==> config.mk <==
export PLATFORM = sky130hd
export DESIGN_NAME = hvn_ram
export DESIGN_NICKNAME = d
export VERILOG_FILES = /design/src/hw/rtl/hvn_ram.sv
export SDC_FILE = /design/constraint.sdc
export NUM_CORES = 2
export LEC_CHECK = 0
export ABC_AREA = 1
export BUFFER_PORTS_ARGS = -buffer_cell sky130_fd_sc_hd__clkbuf_2
export CAP_MARGIN = 20
export CORE_MARGIN = 4
export CORE_UTILIZATION = 35
export CTS_CLUSTER_DIAMETER = 60
export DETAILED_ROUTE_END_ITERATION = 6
export PLACE_DENSITY_LB_ADDON = 0.1
export SLEW_MARGIN = 20
export SYNTH_ARGS = -nofsm -noshare
export SYNTH_HDL_FRONTEND = slang
export SYNTH_SLANG_ARGS = --single-unit
==> constraint.sdc <==
create_clock -name clk -period 4.79 [get_ports clk]
set_input_delay 0.479 -clock clk [delete_from_list [all_inputs] [get_ports clk]]
set_output_delay 0.479 -clock clk [all_outputs]
set_load 0.03 [all_outputs]
==> src/hw/rtl/hvn_ram.sv <==
// generic single write port ram with registered read
module hvn_ram #(
  parameter int WIDTH = 8,
  parameter int DEPTH = 256
) (
  input  logic                     clk,
  input  logic                     we,
  input  logic [$clog2(DEPTH)-1:0] waddr,
  input  logic [WIDTH-1:0]         wdata,
  input  logic                     re,
  input  logic [$clog2(DEPTH)-1:0] raddr,
  output logic [WIDTH-1:0]         rdata
);

  logic [WIDTH-1:0] mem [DEPTH];

  always_ff @(posedge clk) begin
    if (we) begin
      mem[waddr] <= wdata;
    end
    if (re) begin
      rdata <= mem[raddr];
    end
  end

endmodule

; ---- After elaboration in Yosys (flattened, before gate mapping)
; Memories as Yosys holds them, arrays and structs flattened. A register that Yosys moved wholly into a read port is not among the register bits.
; Index checks and enable logic that the tools add are counted.
[word_totals]
ff_bits = 0
ram_bits = 2048
in_bits = 27
elab_cells = 3
n_memories = 1
[classes]
mux = 2
[memory_table]
columns = name, words, word_bits, read_ports, rd_ports_with_merged_regs, write_ports, line_no
row1 = mem, 256, 8, 1, 1, 1, 15  ; logic [WIDTH-1:0] mem [DEPTH];
[op_table]
columns = cell, n
row1 = two-way mux 1 bit, 2

; ---- Logic depth before layout (Yosys ltp)
[depth]
word_depth = 2
mapped_depth = 15

; ---- Worst setup path before layout
; Ideal clock, no wire load.
[synth_path]
path_kind = input to register
startpoint = input we
endpoint = memory mem[162][0], enable pin
setup_ns = 0.370
arrival_ns = 1.600
t_required_ns = 4.420
slack_ns = 2.820
cell_stages = 4
cell_sequence = clkbuf_1 nand3_1 clkbuf_1 nor2_1
[synth_via]
elab_chain_len = 2
[synth_rtl]
columns = item, line_no
row1 = "start, declared", 7  ; input logic we,
row2 = two-way mux 1 bit, 18  ; if (we) begin
row3 = two-way mux 1 bit (implied by the code), 19  ; mem[waddr] <= wdata;
row4 = "end, declared", 15
; Every way passes these cells.

; ---- Final worst setup path
[layout_path]
startpoint = input waddr[4]
endpoint = memory mem[198][7], enable pin
[layout_lines]
columns = item, line_no
row1 = "start, declared", 8  ; input logic [$clog2(DEPTH)-1:0] waddr,
; Straight into the memory's write port.

==> metrics.md <==
| Metric | Value |
|---|---|
| Total of max-cap violations | `0` |
| DR WL/cell | `25.7 µm` |
| Die width | `496 µm` |
| Max clock buf depth | `3` |
| Skew-Pair Late Insertion Delay | `860 ps` |
| H-tree lvl count | `4` |
| Fin crit share | `57.7%` |
| CTS-repair resized insts | `0` |
| Total gr overflow | `0` |
| Critical Path Max Stage Delay | `1020 ps` |
| Total power | `39.2 mW` |
| Top-level port count | `35` |
| CTS sink count | `2056` |
| Number of enable flip-flop cells after synthesis | `2056` |
| Fin Clk Skew | `38.5 ps` |
| Fillers | `22700` |
| Status | `finished clean` |
| Input/output buffers | `34` |
| Synth Area in Compound Gates | `0%` |
| Cell mode on critical path | `nor2_1` |
| Commonest cells in the netlist | `nand2_1 (2123), edfxtp_1 (2056), nand3_1 (2019), nor2_1 (283), buf_2 (268)` |
| Max rail drop VDD | `0.332 mV` |
| Core ar. | `238000 µm²` |
| Routed WL | `265000 µm` |
| Area growth syn-to-layout | `13.1%` |
| Mux cell area share after synthesis | `0%` |
| CTS tree | `done` |
| RSZ-0062 raised after global routing | `no` |
| Site Rows | `179` |
| Placed cell area | `87300 µm²` |
| DR vias/cell | `5.23` |
| Worst EP required | `5260 ps` |
| Clock transition at path regs | `60 ps` |
| CTS buffer count | `224` |
| Pwr/cell area | `415 nW/µm²` |
| Die Area | `246000 µm²` |
| Biggest area consumer among synthesized cells | `edfxtp_1` |
| Synth top area cells | `edfxtp_1 (74%), nand3_1 (12%), nand2_1 (9.5%), buf_2 (1.6%), nor2_1 (1.3%)` |
| Seq/Total Area, Yosys | `74.0%` |
| Crit path capture type | `flop` |
| Max-Slew Margin vs Limit | `28.2%` |
| Adder-cell share of the synthesized area | `0%` |
| Final Instance Area | `94400 µm²` |
| Iter 0 DRT Violations | `4739` |
| Most numerous cell in the Yosys netlist | `nand2_1` |
| Critical Path, Cell by Cell | `clkbuf_2 > nor2_1 > nand3_1 > nor2_1` |
| XOR/XNOR Fraction of Synth Area | `0%` |
| Post-DRT Antenna Nets | `0` |
| Worst-Margin Slew | `1070 ps` |
| Initial antenna violation count | `5` |
| Final core utilization | `39.7%` |
| Vias in the first global route | `52700` |
| Final min period | `2760 ps` |
| Total negative slack | `0 ps` |
| Arrival time at the worst endpoint | `3240 ps` |
| Post-Syn Area | `83500 µm²` |
| Fraction of layout instances using a drive strength above 1 | `7.38%` |
| DRC viols | `0` |
| CP max stage cell | `nor2_1` |
| Hold_buf cts | `0` |
| WS Path Type | `in -> reg` |
| Flop and latch count out of synthesis | `2056` |
| Crit Path Max Fanout | `16` |
| Vias | `53900` |
| Synth Instances | `7003` |
| Share of the synthesized area in the top cell type | `74.0%` |
| Hold Crit Class | `in -> reg` |
| Initial Util | `35.1%` |
| Post-Synth Simple-Gate Area | `22.9%` |
| GR Util All Layers | `21.3%` |
| Final setup viols | `0` |
| Leakage | `32.3 nW` |
| First-pass GRT wire length | `386000 µm` |
| Synth Flop Type | `edfxtp_1` |
| Final hold vios | `0` |
| Setup crit start kind | `input pin` |
| Avg Inst Size Synth | `11.9 µm²` |
| YS warnings | `0` |
| Syn_nets | `7030` |
| CTS Root Cell | `clkbuf_16` |
| Hpwl dp | `150000 µm` |
| Largest net degree at the start of global routing | `151` |
| Die height | `496 µm` |
| Slew Limit Fails | `0` |
| Async SR Flop Fraction | `0%` |
| Min Hold Slack | `65.0 ps` |
| Postcts setup bufs | `0` |
| Nets | `6974` |
| First drt pass iteration count | `6` |
| Number of library cell types mapped by synthesis | `13` |
| Main combinational cell family by area after synthesis | `simple AND/OR/NAND/NOR gates` |
| Final GP Congestion | `0.828` |
| Fmax | `0.362 GHz` |
## cells by family after synthesis
family,after synthesis
buffers and inverters,522
flip-flops,2056
AND/OR/NAND/NOR,4425
## layout by cell type, fill, tap and decap left out, drive strengths merged
master	netlist	routed
buf	371	180
nand3	2019	2019
clkbuf	112	297
edfxtp	2056	2056
diode	0	3
clkinvlp	0	5
bufinv	0	19
nor2	283	283
inv	39	43
clkinv	0	105
nand2	2123	2123
## layout make-up
cell class	count	area, µm²	area share, %
Clock inverter	133	1270	1.34
Sequential cell	2056	61700	65.4
Antenna cell	3	7.51	0.00795
Inverter	39	180	0.191
Clock buffer	276	5840	6.19
Timing Repair Buffer	201	2220	2.35
Tap cell	3167	3960	4.20
Multi-Input combinational cell	4425	19200	20.3
## metrics by stage
| stage | cells | setup slack [ps] |
|---|---|---|
| 6_report | 10300 | 2030 |
| 5_1_grt | 10300 | 2020 |
| 4_1_cts | 10300 | 2130 |
| 3_5_place_dp | 9888 | 1180 |
| 3_3_place_gp | 9886 | 779 |
| 2_1_floorplan | 7003 | 2820 |
## power by group
part           switching [mW]  internal (mW)
Sequential             0.0267           19.8
Combinational            1.85          0.558
Clock                    7.25           9.65
## state kept, by name, indices dropped and copies added (netlist names)
| register | flops |
|---|---|
| mem | 2048 |
| rdata | 8 |
## worst max-delay path: cells and delay by family
kind / cells / cell delay (ps)
AND/OR/NAND/NOR: 3 / 2580
buffers and inverters: 1 / 150
## routing by layer
metal | track usage [%] | share of wire (%) | vias up | routed length (µm)
met5 | 0 | 0 | - | 0
li1 | - | - | 24800 | -
met3 | 2.90 | 5.0 | 333 | 13300
met4 | 6.33 | 2.8 | 0 | 7430
met1 | 30.8 | 46 | 27200 | 121000
met2 | 33.4 | 46 | 1496 | 123000
## path summary, 6_finish.rpt
path	from	to	slack (ps)	cells past startpoint
worst max register to register	mem[79][3]	rdata[3]	2710	10
worst min-delay path	wdata[7]	mem[143][7]	70	1
worst min register to register	mem[252][7]	rdata[7]	1090	10
worst max-delay path	waddr[4]	mem[198][7]	2030	4
No activity file was read; power rests on OpenSTA's default activity.
