[config.mk]
export PLATFORM = sky130hd
export DESIGN_NAME = hvn_addr
export DESIGN_NICKNAME = d
export VERILOG_FILES = /design/src/hw/rtl/hvn_pkg.sv /design/src/hw/rtl/hvn_addr.sv
export SDC_FILE = /design/constraint.sdc
export NUM_CORES = 1
export LEC_CHECK = 0
export ABC_AREA = 1
export BUFFER_PORTS_ARGS = -buffer_cell sky130_fd_sc_hd__buf_2
export CAP_MARGIN = 20
export CORE_UTILIZATION = 30
export DETAILED_ROUTE_END_ITERATION = 6
export PLACE_DENSITY_LB_ADDON = 0.05
export SYNTH_ARGS = -nofsm -noshare
export SYNTH_HDL_FRONTEND = slang
export SYNTH_SLANG_ARGS = --single-unit
[constraint.sdc]
create_clock -name vclk -period 22.4
set_input_delay 1.12 -clock vclk [all_inputs]
set_output_delay 1.12 -clock vclk [all_outputs]
set_load 0.01 [all_outputs]
[src/hw/rtl/hvn_pkg.sv]
// shared types, widths and constants for the heightmap vertex normal block
package hvn_pkg;

  localparam int MAX_GRID_DEF = 256;

  localparam int PIX_W    = 8;
  localparam int COORD_W  = 8;
  localparam int GRID_W   = 9;
  localparam int MH_W     = 16;
  localparam int HEIGHT_W = 17;
  localparam int NRM_W    = 16;
  localparam int NRMY_W   = 15;

  localparam logic [GRID_W-1:0] GRID_RESET = GRID_W'(256);
  localparam logic [MH_W-1:0]   MH_RESET   = MH_W'(2560);

  // |pixel difference| * max height
  localparam int MAG_W  = 24;
  localparam int SQ_W   = 2 * MAG_W;
  localparam int SUM_W  = SQ_W + 2;
  localparam int FRAC_SHIFT = 12;
  localparam int ROOT_W = (SUM_W + FRAC_SHIFT) / 2;
  localparam int DIV_SHIFT = 22;
  localparam int NUM_W  = MAG_W + DIV_SHIFT + 1;
  localparam int DEN_W  = ROOT_W + 1;
  localparam int QUO_W  = 17;

  // up vector in the same units as the differences
  localparam logic [MAG_W-1:0] C_VEC = MAG_W'(65280);
  localparam logic [SUM_W-1:0] C_SQ  = SUM_W'(64'd4261478400);

  // height rounding: floor((n + 127) / 255) through a reciprocal
  localparam int Y_W         = 25;
  localparam int RECIP_W     = 26;
  localparam int HP_W        = Y_W + RECIP_W;
  localparam int RECIP_SHIFT = 33;
  localparam logic [RECIP_W-1:0] RECIP_255 = RECIP_W'(33686019);
  localparam logic [Y_W-1:0]     HROUND    = Y_W'(127);

  localparam logic [QUO_W-1:0] SAT_POS = QUO_W'(32767);
  localparam logic [QUO_W-1:0] SAT_NEG = QUO_W'(32768);

  typedef enum logic [0:0] {
    OP_WRITE = 1'b0,
    OP_QUERY = 1'b1
  } op_t;

  typedef enum logic [0:0] {
    REG_GRID_SIZE  = 1'b0,
    REG_MAX_HEIGHT = 1'b1
  } cfg_reg_t;

  localparam int NUM_TAPS = 5;

  typedef enum logic [2:0] {
    TAP_C = 3'd0,
    TAP_L = 3'd1,
    TAP_R = 3'd2,
    TAP_D = 3'd3,
    TAP_U = 3'd4
  } tap_t;

endpackage

[src/hw/rtl/hvn_addr.sv]
// neighbour clamping and linear address generation for the five taps
module hvn_addr #(
  parameter int MAX_GRID = hvn_pkg::MAX_GRID_DEF,
  parameter int AW       = 16
) (
  input  logic [hvn_pkg::GRID_W-1:0]  grid_size,
  input  logic [hvn_pkg::COORD_W-1:0] col,
  input  logic [hvn_pkg::COORD_W-1:0] row,
  output logic [AW-1:0]               addr [hvn_pkg::NUM_TAPS],
  output logic                        wr_ok
);

  localparam int GW = hvn_pkg::GRID_W;
  localparam int LW = 2 * GW + 1;

  logic [GW-1:0] g, gm1;
  logic [GW-1:0] col_w, row_w;
  logic [GW-1:0] cc, cl, cr, rc, rl, rr;

  function automatic logic [GW-1:0] clamp_hi(input logic [GW-1:0] v, input logic [GW-1:0] hi);
    return (v > hi) ? hi : v;
  endfunction

  function automatic logic [LW-1:0] lin(input logic [GW-1:0] r, input logic [GW-1:0] c,
                                        input logic [GW-1:0] gs);
    logic [LW-1:0] rw, cw, gw;
    rw = LW'(r);
    cw = LW'(c);
    gw = LW'(gs);
    return rw * gw + cw;
  endfunction

  always_comb begin
    if (grid_size < GW'(2)) begin
      g = GW'(2);
    end else if (32'(grid_size) > MAX_GRID) begin
      g = GW'(MAX_GRID);
    end else begin
      g = grid_size;
    end
    gm1   = g - GW'(1);
    col_w = GW'(col);
    row_w = GW'(row);
    cc = clamp_hi(col_w, gm1);
    rc = clamp_hi(row_w, gm1);
    cl = clamp_hi((col == '0) ? '0 : col_w - GW'(1), gm1);
    rl = clamp_hi((row == '0) ? '0 : row_w - GW'(1), gm1);
    cr = clamp_hi(col_w + GW'(1), gm1);
    rr = clamp_hi(row_w + GW'(1), gm1);
    addr[hvn_pkg::TAP_C] = AW'(lin(rc, cc, g));
    addr[hvn_pkg::TAP_L] = AW'(lin(rc, cl, g));
    addr[hvn_pkg::TAP_R] = AW'(lin(rc, cr, g));
    addr[hvn_pkg::TAP_D] = AW'(lin(rl, cc, g));
    addr[hvn_pkg::TAP_U] = AW'(lin(rr, cc, g));
    wr_ok = (col_w < g) && (row_w < g);
  end

endmodule

Yosys cells after proc, flatten, opt, wreduce, memory -nomap -nowiden. Index checks and enable logic that the tools add are counted. W data, S select, Z words.

Logic and storage cells: 36. Register bits after elaboration: 0. Input bits: 25.

Reductions and logical operators: 3. Magnitude comparators: 10. Muxes and demuxes: 10. $mul: 3. Add/subtract/negate cells: 10.

Operators by type and width (count): $mux W9 (10); $add A16 B9 Y16 (5); $mul A9 B9 Y16 (3); $gt A9 B9 Y1 (4); $add A8 B1 Y9 const B (2); $gt A8 B9 Y1 (2); $lt A8 B9 Y1 (2); $sub A8 B1 Y9 const B (2); $logic_not A8 Y1 (2); $gt A9 B9 Y1 const B (1); $lt A9 B2 Y1 const B (1); $sub A9 B1 Y9 const B (1); $logic_and A1 B1 Y1 (1).

Depth between registers and ports, before layout.
Depth in word-level cells: 8. Mapped depth: 47. Depth with buffers taken out: 46.

Worst setup path after synthesis. Ideal clock, no wire load.

Path kind: in2out. Start point: in grid_size[1] (netlist name). End point: out addr[14] (netlist name). Cell stages on the path: 41. Slack: 12.708 ns. Data arrival time: 8.572 ns. Path through: nor2_1 > nand2_2 > o21ai_4 > nand2_1 > nor2_1 > inv_1 > clkbuf_1 > ha_1 > nand4_2 > nor2_1 > a21oi_2 > inv_1 > ha_1 > nand2_1 > nor2_1 > nand3_1 > nand2_1 > nand2_2 > (+5 left out) > fa_1 > inv_1 > fa_1 > ha_1 > inv_1 > fa_1 > inv_1 > fa_1 > ha_1 > nand2_1 > o21ai_0 > a21oi_1 > o21bai_1 > a21oi_1 > o21ai_0 > nand3_1 > o21ai_0 > xor2_1.

RTL lines: start, declared (line hvn_addr.sv:6) `input logic [hvn_pkg::GRID_W-1:0] grid_size,`; end, declared (line hvn_addr.sv:9) `output logic [AW-1:0] addr [hvn_pkg::NUM_TAPS],`.

==> flow_metrics.env <==
export IMPL_status="completed"
export IMPL_slew_violations=0
export IMPL_period_needed_ps=12000
export IMPL_min_from="row[7]"
export IMPL_timing_slew_headroom_pct=36.35
export IMPL_fp_row_count=72
export IMPL_seq_cells=0
export IMPL_min_to="wr_ok"
export IMPL_postCtsSetupBuffers=0
export IMPL_setup_violations=0
export IMPL_synth_area_leaders="fa_1 27%, ha_1 21%, nand2_1 11%, inv_1 9.8%, xor2_1 5.5%"
export IMPL_cts_resized=0
export IMPL_ys_warn_count=0
export IMPL_cts_hold_fix_buffers=0
export IMPL_wl_per_cell_um=16.64
export IMPL_p_leak_nw=7.186
export IMPL_syn_area_um2=12000
export IMPL_synth_top_cell_by_area="fa_1"
export IMPL_portBuffers=106
export IMPL_syn2layout_area_growth_pct=9.583
export IMPL_tightest_slew_ps=948.4
export IMPL_multiInputGateArea_um2=10620
export IMPL_power_density_nw_per_um2=127.6
export IMPL_antenna_found_initial=0
export IMPL_peakVddDrop_mv=0.1215
export IMPL_setup_tns_ps=0
export IMPL_syn_inst=1682
export IMPL_grt_max_degree=25
export IMPL_cp_max_fo=24
export IMPL_cap_violations=0
export IMPL_boundaryPins=106
export IMPL_critPathMostFrequentCell="nand2_1"
export IMPL_fin_crit_sh_pct=53.56
export IMPL_vias=10780
export IMPL_drc=0
export IMPL_vias_per_cell=4.689
export IMPL_finalInstanceArea_um2=13150
export IMPL_hp_class="in2out"
export IMPL_crit_type="in2out"
export IMPL_crit_path_start_kind="input port"
export IMPL_antenna_cells=0
export IMPL_grt_pass1_wl_um=60820
export IMPL_seq_area_um2=0
export IMPL_crit_path_end_kind="output pin"
export IMPL_drive_above_1_share_pct=11.01
export IMPL_nets=2172
export IMPL_rsz0062_at_grt="no"
export IMPL_die_w_um=202.0
export IMPL_ys_types=48
export IMPL_drtIter0Drc=581
export IMPL_grt_pass1_vias=10980
export IMPL_start_util_pct=30.76
export IMPL_fmaxAchievable_mhz=83.36
export IMPL_critPathArrivalTime_ps=10880
export IMPL_finalHoldViolCount=0
export IMPL_nFillCells=4309
export IMPL_syn_area_per_cell_um2=7.134
export IMPL_ys_seq_area_share_pct=0
export IMPL_grt_usage_pct=18.94
export IMPL_dpl_instance_area_um2=13130
export IMPL_min_path_cells=4
export IMPL_post_dp_hpwl_um=32630
export IMPL_die_h_um=202.0
export IMPL_max_stage_delay_ps=660
export IMPL_core_area_um2=39010
export IMPL_die_area_um2=40800
export IMPL_ant_nets=0
export IMPL_totalWireLength_um=38260
export IMPL_cp_required_ps=21280
export IMPL_gp_congestion=0.8978
export IMPL_netlist_area_leader_share_pct=26.69
export IMPL_grt_overflow=0
export IMPL_nClkBuffers=0
export IMPL_slowest_stage="inv_1"
export IMPL_drt_pass1_iterations=5
-- worst max-delay path by stage --
stage,slack (ps),to,from,cells after the start
6_report,10400,addr[14],grid_size[8],40
5_1_grt,9630,addr[14],grid_size[8],40
4_1_cts,10370,addr[14],grid_size[8],40
3_5_place_dp,10420,addr[14],grid_size[8],40
3_3_place_gp,10530,addr[14],grid_size[8],40
2_1_floorplan,12710,addr[14],grid_size[1],41
-- critical path, delay by kind of cell --
family | cells | cell delay, ps
fa+ha+maj | 8 | 3390
buf+inv | 9 | 2110
compound gates | 8 | 2050
simple gates | 14 | 1980
xor+xnor | 1 | 180
-- synthesized netlist by cell type (3+ instances only) --
cell type / n
nand3_1: 58
o21ai_0: 40
inv_2: 23
nor2_1: 171
o211ai_1: 3
a21boi_0: 3
a211oi_1: 5
nand3b_1: 5
nand2_2: 13
xnor2_1: 22
xor2_1: 75
nor3_1: 18
a31oi_1: 6
nand2_1: 336
a21o_1: 5
nor2_2: 6
buf_6: 3
o21a_1: 8
o21ai_2: 18
nor3_2: 3
nand2_4: 4
ha_1: 204
nand4_1: 10
o21ai_4: 3
buf_2: 7
a21oi_1: 79
fa_1: 160
inv_1: 313
o31ai_1: 3
clkinv_1: 5
o21ai_1: 24
clkbuf_1: 19
o21bai_1: 8
-- through the flow --
step | hold slack (ps) | setup slack [ps] | utilization (%) | cells | total power (W)
2_1_floorplan | 2468 | 12710 | - | 1697 | 0.001157
3_3_place_gp | 2884 | 10530 | 33.67 | 2297 | 0.001708
3_5_place_dp | 2870 | 10420 | 33.67 | 2297 | 0.001702
4_1_cts | 2880 | 10370 | 33.67 | 2297 | 0.001716
5_1_grt | 2897 | 9634 | 33.71 | 2299 | 0.001906
6_report | 2869 | 10400 | 33.71 | 2299 | 0.001677
-- where the power goes --
part / switching [W] / leakage (nW) / internal [W] / total, W
Combinational: 0.00102 / 7.19 / 0.000660 / 0.00168
Clock: 0 / 0 / 0 / 0
Sequential: 0 / 0 / 0 / 0
Total: 0.00102 / 7.19 / 0.000660 / 0.00168
-- cell families after synthesis --
family	count (synthesis)	share of synthesized area, %
xor gates and xnor gates	97	7.080
other	2	0.06259
buffers and inverters	373	12.01
adders and majority gates	364	47.97
AOI/OAI and AO/OA	208	10.41
and+or+nand+nor	638	22.47
-- final cells by class --
class / instances / share of cell area [%]
Inverter: 342 / 9.782
Multi-Input combinational cell: 1324 / 80.74
Tap cell: 518 / 4.929
Timing Repair Buffer: 115 / 4.548
-- layout by cell type (no fill, tap or decap), types with 4 or more instances in the layout --
master      n
inv_2      23
buf_4       9
a21oi_1    79
nand2_2    13
a211oi_1    5
ha_1      204
conb_1     17
xnor2_1    22
nand3b_1    5
nor2_2      7
o21ai_0    40
nand2_4     4
a21o_1      5
xor2_1     75
fa_1      160
nand3_1    58
o21a_1      8
nor2_1    170
o21bai_1    8
nand4_1    10
o21ai_1    24
o21ai_2    18
clkinv_1    5
inv_1     313
nor3_1     18
nand2_1   336
buf_2     106
a31oi_1     6
-- layer usage --
metal	up-vias	part of all wire [%]	GRT usage, %
met5	-	0	0
met4	0	2.2	3.490
met3	38	2.1	0.2741
met2	179	50	34.46
met1	5119	46	25.19
li1	5445	-	-
Power figures use the tool's default switching activity.
