**config.mk**
```make
export PLATFORM = sky130hd
export DESIGN_NAME = hvn_div
export DESIGN_NICKNAME = d
export VERILOG_FILES = /design/src/hw/rtl/hvn_pkg.sv /design/src/hw/rtl/hvn_div.sv
export SDC_FILE = /design/constraint.sdc
export NUM_CORES = 2
export LEC_CHECK = 0
export CORE_UTILIZATION = 30
export DETAILED_ROUTE_END_ITERATION = 10
export DONT_BUFFER_PORTS = 1
export PLACE_DENSITY = 0.45
export SETUP_SLACK_MARGIN = 0.5
export SYNTH_ARGS = -nofsm -noshare
export SYNTH_HDL_FRONTEND = slang
export SYNTH_SLANG_ARGS = --single-unit
export TNS_END_PERCENT = 5
```
**constraint.sdc**
```tcl
create_clock -name clk -period 7.3 [get_ports clk]
set_clock_uncertainty 0.15 [all_clocks]
set_input_delay 1.095 -clock clk [delete_from_list [all_inputs] [get_ports clk]]
set_output_delay 1.095 -clock clk [all_outputs]
set_load 0.1 [all_outputs]
```
**src/hw/rtl/hvn_pkg.sv**
```systemverilog
// shared types, widths and constants for the heightmap vertex normal block
package hvn_pkg;

  localparam int MAX_GRID_DEF = 256;

  localparam int PIX_W    = 8;
  localparam int COORD_W  = 8;
  localparam int GRID_W   = 9;
  localparam int MH_W     = 16;
  localparam int HEIGHT_W = 17;
  localparam int NRM_W    = 16;
  localparam int NRMY_W   = 15;

  localparam logic [GRID_W-1:0] GRID_RESET = GRID_W'(256);
  localparam logic [MH_W-1:0]   MH_RESET   = MH_W'(2560);

  // |pixel difference| * max height
  localparam int MAG_W  = 24;
  localparam int SQ_W   = 2 * MAG_W;
  localparam int SUM_W  = SQ_W + 2;
  localparam int FRAC_SHIFT = 12;
  localparam int ROOT_W = (SUM_W + FRAC_SHIFT) / 2;
  localparam int DIV_SHIFT = 22;
  localparam int NUM_W  = MAG_W + DIV_SHIFT + 1;
  localparam int DEN_W  = ROOT_W + 1;
  localparam int QUO_W  = 17;

  // up vector in the same units as the differences
  localparam logic [MAG_W-1:0] C_VEC = MAG_W'(65280);
  localparam logic [SUM_W-1:0] C_SQ  = SUM_W'(64'd4261478400);

  // height rounding: floor((n + 127) / 255) through a reciprocal
  localparam int Y_W         = 25;
  localparam int RECIP_W     = 26;
  localparam int HP_W        = Y_W + RECIP_W;
  localparam int RECIP_SHIFT = 33;
  localparam logic [RECIP_W-1:0] RECIP_255 = RECIP_W'(33686019);
  localparam logic [Y_W-1:0]     HROUND    = Y_W'(127);

  localparam logic [QUO_W-1:0] SAT_POS = QUO_W'(32767);
  localparam logic [QUO_W-1:0] SAT_NEG = QUO_W'(32768);

  typedef enum logic [0:0] {
    OP_WRITE = 1'b0,
    OP_QUERY = 1'b1
  } op_t;

  typedef enum logic [0:0] {
    REG_GRID_SIZE  = 1'b0,
    REG_MAX_HEIGHT = 1'b1
  } cfg_reg_t;

  localparam int NUM_TAPS = 5;

  typedef enum logic [2:0] {
    TAP_C = 3'd0,
    TAP_L = 3'd1,
    TAP_R = 3'd2,
    TAP_D = 3'd3,
    TAP_U = 3'd4
  } tap_t;

endpackage

```
**src/hw/rtl/hvn_div.sv**
```systemverilog
// pipelined restoring divider, one quotient bit per stage
module hvn_div #(
  parameter int NUM_W = hvn_pkg::NUM_W,
  parameter int DEN_W = hvn_pkg::DEN_W,
  parameter int QUO_W = hvn_pkg::QUO_W,
  parameter int TAG_W = 1
) (
  input  logic             clk,
  input  logic             rst,
  input  logic             en,
  input  logic             in_vld,
  input  logic [NUM_W-1:0] num,
  input  logic [DEN_W-1:0] den,
  input  logic [TAG_W-1:0] in_tag,
  output logic             out_vld,
  output logic [QUO_W-1:0] quo,
  output logic [TAG_W-1:0] out_tag
);

  localparam int STAGES = QUO_W;
  localparam int R_W    = DEN_W + 1;
  localparam int T_W    = DEN_W + 2;

  logic [R_W-1:0]    r_q   [STAGES];
  logic [QUO_W-1:0]  lo_q  [STAGES];
  logic [QUO_W-1:0]  q_q   [STAGES];
  logic [DEN_W-1:0]  d_q   [STAGES];
  logic [TAG_W-1:0]  tag_q [STAGES];
  logic [STAGES-1:0] vld_q;

  logic [R_W-1:0]   r_in   [STAGES];
  logic [QUO_W-1:0] lo_in  [STAGES];
  logic [QUO_W-1:0] q_in   [STAGES];
  logic [DEN_W-1:0] d_in   [STAGES];
  logic [TAG_W-1:0] tag_in [STAGES];

  for (genvar s = 0; s < STAGES; s++) begin : g_stage
    logic [T_W-1:0] t;
    logic [R_W-1:0] r_n;
    logic           qb;

    if (s == 0) begin : g_first
      // quotient fits QUO_W bits, so the upper part is already below the divisor
      assign r_in[s]   = R_W'(num[NUM_W-1:QUO_W]);
      assign lo_in[s]  = num[QUO_W-1:0];
      assign q_in[s]   = '0;
      assign d_in[s]   = den;
      assign tag_in[s] = in_tag;
    end else begin : g_next
      assign r_in[s]   = r_q[s-1];
      assign lo_in[s]  = lo_q[s-1];
      assign q_in[s]   = q_q[s-1];
      assign d_in[s]   = d_q[s-1];
      assign tag_in[s] = tag_q[s-1];
    end

    always_comb begin
      t = {r_in[s], lo_in[s][QUO_W-1]};
      if (t >= T_W'(d_in[s])) begin
        r_n = R_W'(t - T_W'(d_in[s]));
        qb  = 1'b1;
      end else begin
        r_n = R_W'(t);
        qb  = 1'b0;
      end
    end

    always_ff @(posedge clk) begin
      if (en) begin
        r_q[s]   <= r_n;
        lo_q[s]  <= {lo_in[s][QUO_W-2:0], 1'b0};
        q_q[s]   <= {q_in[s][QUO_W-2:0], qb};
        d_q[s]   <= d_in[s];
        tag_q[s] <= tag_in[s];
      end
    end
  end

  always_ff @(posedge clk) begin
    if (rst) begin
      vld_q <= '0;
    end else if (en) begin
      vld_q <= {vld_q[STAGES-2:0], in_vld};
    end
  end

  assign out_vld = vld_q[STAGES-1];
  assign quo     = q_q[STAGES-1];
  assign out_tag = tag_q[STAGES-1];

endmodule

```
======== Word level (Yosys, flattened, before mapping) ========
Memories as Yosys holds them, arrays and structs flattened.
Cells that the tools add are included.
word-level totals
  register bits ........................... 17
  bits in writable memories ............... 1683
  input port bits ......................... 84
  word-level logic and storage cells ...... 76
  memories kept ........................... 5
memories
  memory  words  bits a word  rd ports  clocked after memory_dff  wr ports  RTL line       RTL
  r_q     17     33           16        0                         17        hvn_div.sv:24  logic [R_W-1:0] r_q [STAGES];
  d_q     17     32           16        0                         17        hvn_div.sv:27  logic [DEN_W-1:0] d_q [STAGES];
  q_q     17     17           17        0                         17        hvn_div.sv:26  logic [QUO_W-1:0] q_q [STAGES];
  lo_q    17     16           16        0                         17        hvn_div.sv:25  logic [QUO_W-1:0] lo_q [STAGES];
  tag_q   17     1            17        0                         17        hvn_div.sv:28  logic [TAG_W-1:0] tag_q [STAGES];
operators by class
  add/sub/neg operators ................... 17
  order comparisons ....................... 17
  mux-type cells .......................... 36
operator list
  operator                                      count
  two-way mux 33 bit                            17
  greater-or-equal comparator 34 x 32 -> 1 bit  16
  subtractor 33 x 32 -> 33 bit                  16
  subtractor 31 x 32 -> 33 bit                  1
  greater-or-equal comparator 31 x 32 -> 1 bit  1
  two-way mux 1 bit                             19

======== Longest topological paths before layout ========
An unclocked memory read counts as a cell.
  depth after elaboration ................. 3
  mapped depth ............................ 17
  mapped depth without buffers ............ 15

======== Worst setup path before layout ========
No wires, ideal clock.
  path kind ............................... input to register
  from .................................... input den[2]
  to ...................................... memory r_q[0][30] in the netlist's numbering, data pin
  setup time .............................. 260 ps
  data arrival time ....................... 3600 ps
  data required time ...................... 6890 ps
  slack ................................... 3291 ps
  cell stages on the path ................. 13
  path buffers ............................ 0
  cells stage by stage .................... inv_1 -> ha_1 -> nor2b_1 -> o31a_1 -> nor2_1 -> o22ai_1 -> o22a_1 -> a211oi_1 -> o31ai_1 -> o41ai_1 -> o21ai_0 -> xor2_1 -> mux2_2
RTL lines
  element             RTL line       RTL
  start: declaration  hvn_div.sv:13  input logic [DEN_W-1:0] den,
  end: declaration    hvn_div.sv:24

==> results.toml <==
[detailed_routing]
first_pass_iters = 8
ant_nets = 0
drc = 2
drt_iter0_drc = 2393
wl_um = 179000
vias = 48600
vias_per_cell = 4.75
wl_per_cell_um = 17.5

[flow_run]
drv_cap = 0

[finish]
multi_input_comb_area_um2 = 31000
drive_gt1_frac = 0.0624
final_nets = 7407
fin_area_um2 = 84400
seqCellArea_um2 = 40800
finalNonFillerCells = 10200
area_growth_pct = 12.7
fillCellCount = 24500

[timing]
max_slew_margin = -0.0220
slew_violations = 67
whs_ns = 0.208
layout_min_cycle_time_ns = 6.21
hold_violations = 0
worstMarginPinSlew_ns = 1.53
min_period_over_period = 0.850
setup_ws_ns = 1.09
setup_violations = 0
setup_tns_ns = 0
rsz0062_at_grt = "false"
fmax_ghz = 0.161

[clock_network]
path_clk_slew_ns = 0.06
cts_root_buffer = "clkbuf_16"
ctsResizeCount = 0
cts_sinks = 1363
hold_buffers = 0
cts_buffers = 170
cts_setup_buffers = 0
cts_tree = "done"
clk_path_buf_depth = 3
cts_max_level = 4
clk_latency_ns = 0.81

[power_and_ir_drop]
power_frac_comb = 0.420
switchingPower_w = 0.0133
p_int_w = 0.0226
p_seq_frac = 0.352
vdd.ir_drop.worst_mv = 0.264
pwr-share-clk = 0.228
power.density_nw_per_um2 = 425
power.share.switching = 0.371
p_leak_nw = 33.5

[place]
hpwl_um = 136000
routabilityCongestion = 0.897
place_area_um2 = 78800
dp_cells = 9920
port-buffer-count = 0
place_ws_ns = 0.524

[synth]
ys_ff_latch = 1363
synthDistinctLibCells = 93
synth_seq_area_share = 0.544
post-synth-top-count-cell = "edfxtp_1"
yosys_warnings = 0
synth_top_area_frac = 0.540
yosys-top-cells-count = "1346 x edfxtp_1, 696 x inv_1, 661 x a21oi_1"
synth_area_leaders = "edfxtp_1 54%, ha_1 9.1%, a21oi_1 4.4%"
synth_ff_type = "edfxtp_1"
netlist_instances = 6722
synth_nets = 7365
postSynthAreaPerCell_um2 = 11.1
yosysTopAreaCell = "edfxtp_1"
synth_edf_count = 1346
netlist_area_um2 = 74900
synthArstFlopShare = 0

[floorplan]
coreArea_um2 = 248000
ios = 103
die_h_um = 502
num_rows = 183
die_x_um = 502
start_util = 0.301
dieArea_um2 = 252000

[critical_path]
worst_setup_path_start_kind = "primary input"
max_stage_delay_ns = 0.75
cp_cell_sequence = "buf_16 -> buf_16 -> buf_16 -> buf_16 -> buf_16 -> buf_16 -> buf_16"
critPathBufInv = 7
cpMaxStageDelayCell = "buf_16"
cpMostUsedCell = "buf_16"
worst_ep_arrival_time_ns = 6.47
worstSetupPathType = "primary input to flip-flop"
cp_max_fo = 244
critical_path_required_ns = 7.57
path_delay_family = "buffers and inverters"
cp-end-kind = "flip-flop"

[status]
outcome = "complete, but fails checks"
violations = "design-rule violations, max-slew violations"

[worst_hold_path]
hold_path.class = "primary input to flip-flop"

[global_routing]
grt_pass1_wl_um = 277000
grt_start_max_net_pins = 274
gr-total-overflow = 0
grt_usage = 0.141
first_global_vias = 50600
antenna_found_initial = 3
-- registers in the layout, summed over array words and instances, names as in the netlist --
| register | cells |
|---|---|
| d_q | 512 |
| lo_q | 136 |
| q_q | 153 |
| r_q | 528 |
| tag_q | 17 |
| vld_q | 17 |
-- power groups by stage --
stage               combinational (W)  clock [W]  sequential (W)
global placement               0.0149          0          0.0128
detailed placement             0.0151          0          0.0128
finish                         0.0151    0.00819          0.0126
CTS                            0.0151    0.00853          0.0127
floorplan                      0.0116          0          0.0122
global route                   0.0168    0.00881          0.0128
-- per-stage QoR --
stage | total power (W) | utilization
after CTS | 0.0364 | 0.339
after global routing | 0.0385 | 0.340
final | 0.0359 | 0.340
after global placement | 0.0277 | 0.317
after floorplan | 0.0237 | -
after detailed placement | 0.0279 | 0.317
-- layer usage --
metal  track usage  up-vias  part of all wire
met5             0        -          0.000073
met4        0.0801        2             0.057
met3        0.0231      433             0.032
met2         0.277      822              0.54
met1         0.136    22700              0.37
li1              -    24600                 -
-- final timing paths --
path,to,slack [ns],depth (start not counted),start
setup reg to reg,r_q[0][245]$_DFFE_PP_,2.17,14,d_q[0][192]$_DFFE_PP_
hold / removal,vld_q[8]$_SDFFE_PP0P_,0.21,1,rst
setup / recovery,d_q[0][21]$_DFFE_PP_,1.09,7,en
hold reg to reg,lo_q[0][153]$_DFFE_PP_,0.25,0,lo_q[0][136]$_DFFE_PP_
-- cells in the final DEF, fill, tap and decap left out, drive strengths merged, types with 204 or more instances in the layout --
cell / netlist / final
nor2: 441 / 441
clkbuf: 111 / 204
a21o: 269 / 269
xnor2: 253 / 253
inv: 696 / 703
o21ai: 495 / 495
edfxtp: 1346 / 1346
ha: 543 / 543
a21oi: 669 / 669
nand2: 505 / 505
-- area by class of cell --
class | instances | area share
flip-flops and latches | 1363 | 0.483
multi-input cells | 4505 | 0.367
clock buffers | 204 | 0.0524
well taps | 3330 | 0.0494
inverters | 696 | 0.0310
clock inverters | 109 | 0.0124
repair buffers | 28 | 0.00439
diodes | 2 | 0.0000593
-- cells by family (layout without fill, tap and decap cells) --
group,after synthesis,after routing,share of synthesized area
and+or+nand+nor,1474,1474,0.0902
xor gates and xnor gates,435,435,0.0509
muxes,133,133,0.0196
adders and majority gates,559,559,0.0950
buffers and inverters,854,1037,0.0437
AOI/OAI and AO/OA,1904,1904,0.156
DFF,1363,1363,0.544
other,0,2,0
-- worst register-to-register path, stage by stage, from the launching register on --
cell      delay, ns
edfxtp_1       0.56
ha_1           0.31
inv_1          0.07
fa_1           0.47
a211oi_1       0.33
o21bai_1       0.16
a31oi_1        0.23
a31oi_1        0.23
a21oi_1        0.40
o211ai_1       0.19
nor3_2         0.33
o21ai_1        0.23
a21oi_4        0.45
buf_4          0.39
mux2_2         0.39
No activity file was read; power rests on OpenSTA's default activity.
